[config.mk]
export PLATFORM = sky130hd
export DESIGN_NAME = ssq_cell
export DESIGN_NICKNAME = d
export VERILOG_FILES = /design/src/hdl/ssq_pkg.sv /design/src/hdl/ssq_cell.sv
export SDC_FILE = /design/constraint.sdc
export NUM_CORES = 1
export LEC_CHECK = 0
export ABC_AREA = 0
export BUFFER_PORTS_ARGS = -buffer_cell sky130_fd_sc_hd__buf_2
export CAP_MARGIN = 20
export CELL_PAD_IN_SITES_DETAIL_PLACEMENT = 0
export CELL_PAD_IN_SITES_GLOBAL_PLACEMENT = 1
export CORE_MARGIN = 2
export CORE_UTILIZATION = 34
export CTS_BUF_LIST = sky130_fd_sc_hd__clkbuf_16
export CTS_CLUSTER_DIAMETER = 40
export DETAILED_ROUTE_END_ITERATION = 16
export PLACE_DENSITY = 0.95
export REMOVE_ABC_BUFFERS = 1
export SLEW_MARGIN = 20
export SYNTH_ARGS = -nofsm -noshare
export SYNTH_HDL_FRONTEND = slang
export SYNTH_SLANG_ARGS = --single-unit
[constraint.sdc]
create_clock -name clk -period 7.3 [get_ports clk]
set_input_delay 0.365 -clock clk [delete_from_list [all_inputs] [get_ports clk]]
set_output_delay 0.365 -clock clk [all_outputs]
set_load 0.1 [all_outputs]
[src/hdl/ssq_pkg.sv]
// Shared types and constants for the sorted stack priority queue.
package ssq_pkg;

  localparam int DEFAULT_DEPTH = 64;
  localparam int VALUE_W       = 32;
  localparam int FILL_W        = 7;

  localparam logic FUNC_PUSH = 1'b0;
  localparam logic FUNC_POP  = 1'b1;

  typedef enum logic [1:0] {
    ST_OK    = 2'd0,
    ST_EMPTY = 2'd1,
    ST_FULL  = 2'd2
  } status_t;

  // Operation broadcast to every cell of the chain.
  typedef struct packed {
    logic                      push;
    logic                      pop;
    logic signed [VALUE_W-1:0] value;
  } cell_cmd_t;

endpackage

[src/hdl/ssq_cell.sv]
// One slot of the sorted chain: holds an entry and trades it with its neighbors.
module ssq_cell #(
  parameter int INDEX = 0,
  parameter int CNT_W = 7
) (
  input  logic                              clk,
  input  ssq_pkg::cell_cmd_t                cmd,
  input  logic [CNT_W-1:0]                  count,
  input  logic signed [ssq_pkg::VALUE_W-1:0] prev_entry,
  input  logic                              prev_gt,
  input  logic signed [ssq_pkg::VALUE_W-1:0] next_entry,
  output logic signed [ssq_pkg::VALUE_W-1:0] entry_q,
  output logic                              gt
);
  import ssq_pkg::*;

  logic signed [VALUE_W-1:0] entry_r, entry_nxt;
  logic                      occupied;
  logic                      in_reach;

  // The chain is kept in descending order from cell 0, so cell 0 is the top.
  assign occupied = CNT_W'(INDEX) < count;
  assign in_reach = CNT_W'(INDEX) <= count;
  assign gt       = occupied && (entry_r > cmd.value);

  always_comb begin
    entry_nxt = entry_r;
    if (cmd.pop) begin
      entry_nxt = next_entry;
    end else if (cmd.push && !gt && in_reach) begin
      // The first cell not above the value takes it; cells past it shift down.
      entry_nxt = prev_gt ? cmd.value : prev_entry;
    end
  end

  always_ff @(posedge clk) begin
    entry_r <= entry_nxt;
  end

  assign entry_q = entry_r;

endmodule

==> run summary <==
The flow ran to the end, and the final reports show no timing, DRC or antenna violations. The proportion of netlist area held by the largest area contributor came out at 39.3%. The arrival time reported for the critical path endpoint is 2940 ps. In this run the core area contains 30 standard-cell rows. Setup violations remaining at the end of the flow were counted as 0. For the worst-skew pair, the clock arrives at the later sink with an insertion delay of 270 ps. The final critical-path required period came out at 3310 ps.

Cells fill 49.1% of the core in the end. The growth of design area from synthesis to finish is 37.9%. The number of warning messages in the yosys log came out at 0. The final wirelength came out at 6.04 mm. The average routed wire per standard cell is 12.3 um. In the synthesized netlist, the cells that appear most often are 39 x sky130_fd_sc_hd__nand2_1, 35 x sky130_fd_sc_hd__o21ai_0. The first-pass GRT wire length is 9.38 mm. The post-route clock period utilization is 45.3%.

The number of vias per cell is 4.76. The max-capacitance violation count came out at 0. The congestion estimate from routability-driven global placement came to 0.734.

After synthesis, the share of flip-flops with an asynchronous set or reset is 0%. On the critical path, the stage with the largest delay is an instance of sky130_fd_sc_hd__or4b_4. The full die area came out at 0.00789 sq mm.

The initial core utilization is 35.6%. In this run, synthesis produced a sequential element count of 32. The flip-flop count of the largest register after layout came out at 32. The total standard cell area after synthesis is 0.00245 sq mm. In this run, distinct cell masters in the synthesized netlist total 27. The number of global-route vias before repair was 2244. After clock tree synthesis, the clock-pin slew on the worst setup and hold paths is 50 ps. The most common cell in the synthesized netlist is sky130_fd_sc_hd__nand2_1.

After detailed routing, the number of remaining DRC violations is 0. The first-pass iteration count of the detailed router came out at 4. The count of buffers from port buffering came out at 139. The area of the core region came out at 0.00687 sq mm. The number of buffers added for setup after CTS came out at 0. Clock tree synthesis found a total of 32 sinks. The fraction of final layout cells sized beyond drive strength 1 came out at 37.4%.

The via count is 2341. The number of instances in the synthesized netlist is 258. Counting along the longest clock path gives a buffer depth of 2. The hold violation count in the final report is 0. Summed over all instances, the cell type with the most area after synthesis is sky130_fd_sc_hd__edfxtp_1. The clock buffer count from CTS came out at 5. The maximum clock rate is 302 MHz. The accumulated negative setup slack came out at 0 ps. Entering global routing, the biggest net connects 66 pins. CTS built an H-tree with a depth of 2. The critical path is of the register to output port type. The worst voltage drop across the vdd grid came out at 0.0844 mV. The dominant synthesized flop cell is sky130_fd_sc_hd__edfxtp_1. The worst setup path is launched from a register.

The largest incremental delay on the critical path is 520 ps. Sorting the synthesized cells by area gives the leading types as sky130_fd_sc_hd__edfxtp_1 39%, sky130_fd_sc_hd__ha_1 16%, sky130_fd_sc_hd__mux2i_1 13%, sky130_fd_sc_hd__o21ai_0 7.2%, sky130_fd_sc_hd__nand2_1 6.0%. The antenna diode count is 0. STA classifies the critical path endpoint as an output port. Dividing the synthesized area by the synthesized cell count gives 9.48 sq um. The data required time of the critical path came out at 6930 ps. For this design the ratio of total power to cell area is 227 mW/mm^2. The initial antenna violation count came out at 0.

The die outline height is 88.8 um. The initial detailed-routing violation count is 48. For this design the static power due to leakage is 1.77 nW. The normalized max-slew margin is 36.0%. For the final database, setup skew stands at 7.59 ps. The critical-path maximum fanout came out at 3. The number of nets with antenna violations after routing came out at 0. Traced cell by cell, the critical path runs through ha_1 > a21oi_1 > o21ai_0 > a221o_1 > o31a_1 > or4b_4 > nand2_1 > buf_2. The post-cts gate resize count is 0. The width of the die came out at 88.8 um. Setup repair after global routing left no endpoint under its margin. The number of nets in the final layout came out at 534.

TritonCTS built the clock tree. The HPWL after detailed placement is 4.89 mm. The max-slew violation count came out at 0. Counting flops with a built-in enable in the synthesized netlist gives 32.

The overall fraction of global-route tracks in use is 15.3%. The hold-fix buffer count after cts came out at 0. The tree is rooted in a sky130_fd_sc_hd__clkbuf_16. The share of the yosys chip area belonging to registers came out at 39.3%. The I/O pin count came out at 140. For the pin with the worst max-slew slack, the measured transition is 960 ps. The tightest min-delay check is of the primary input to register type. The global route total overflow came out at 0.
==> metrics by stage <==
step / std cells / total power, mW / setup slack [ps] / cell area [sq um] / hold slack (ps)
after floorplan: 247 / 0.495 / 3610 / 2400 / 552
after global placement: 484 / 0.574 / 4200 / 3240 / 642
after detailed placement: 484 / 0.580 / 4160 / 3240 / 647
after CTS: 492 / 0.777 / 3970 / 3370 / 360
after global routing: 492 / 0.806 / 3840 / 3370 / 375
final: 492 / 0.765 / 3990 / 3370 / 367
==> path summary, 6_finish.rpt <==
| path | startpoint | end | depth (start not counted) | slack (ps) |
|---|---|---|---|---|
| max | entry_q[7] | gt | 8 | 3990 |
| min | next_entry[0] | entry_q[0] | 3 | 370 |
| max reg2reg | entry_q[7] | entry_q[15] | 8 | 4350 |
| min reg2reg | entry_q[31] | entry_q[28] | 4 | 1340 |
==> power breakdown <==
part	switching [mW]	internal, mW	total [mW]
clock network	0.0697	0.122	0.192
registers	0.0113	0.233	0.244
logic	0.250	0.0792	0.329
==> layer usage <==
metal / wire, um / GRT usage (%) / up-vias
li1: - / - / 1208
met1: 2500 / 17.1 / 1043
met3: 492 / 4.38 / 2
met2: 3020 / 28.6 / 88
met5: 0 / 0 / -
met4: 26 / 3.44 / 0
==> layout by cell type, fill, tap and decap left out, drive strengths merged, types with 2 or more instances in the layout <==
| master | netlist | routed |
|---|---|---|
| nand4 | 8 | 8 |
| nand3 | 3 | 3 |
| mux2i | 32 | 32 |
| ha | 32 | 32 |
| inv | 32 | 34 |
| o211ai | 3 | 3 |
| nor2 | 4 | 4 |
| a21oi | 13 | 13 |
| o21ai | 35 | 35 |
| nor4 | 2 | 2 |
| clkbuf | 8 | 5 |
| buf | 3 | 141 |
| nand2 | 39 | 39 |
| edfxtp | 32 | 32 |
==> cell families after synthesis <==
family                     share of synthesized area [%]
buffers and inverters                               6.60
DFF                                                 39.3
AOI/OAI and AO/OA                                   13.6
muxes                                               13.1
adders and majority gates                           16.4
and+or+nand+nor                                     11.1
==> cell type report <==
type	count	area, sq um
fillers	670	3500
multi-input cells	183	1320
flip-flops and latches	32	961
repair buffers	141	711
clock buffers	5	125
inverters	32	120
well taps	96	120
clock inverters	3	11.3
==> critical path: cells and delay by family, from the launching register on <==
kind                     cells  cell delay, ps
AO/OA/AOI/OAI                4             920
AND/OR/NAND/NOR              2             610
buffers and inverters        1             420
flip-flops                   1             390
adder cells (fa/ha/maj)      1             330
Note: power is estimated with default switching activity, not from simulation.
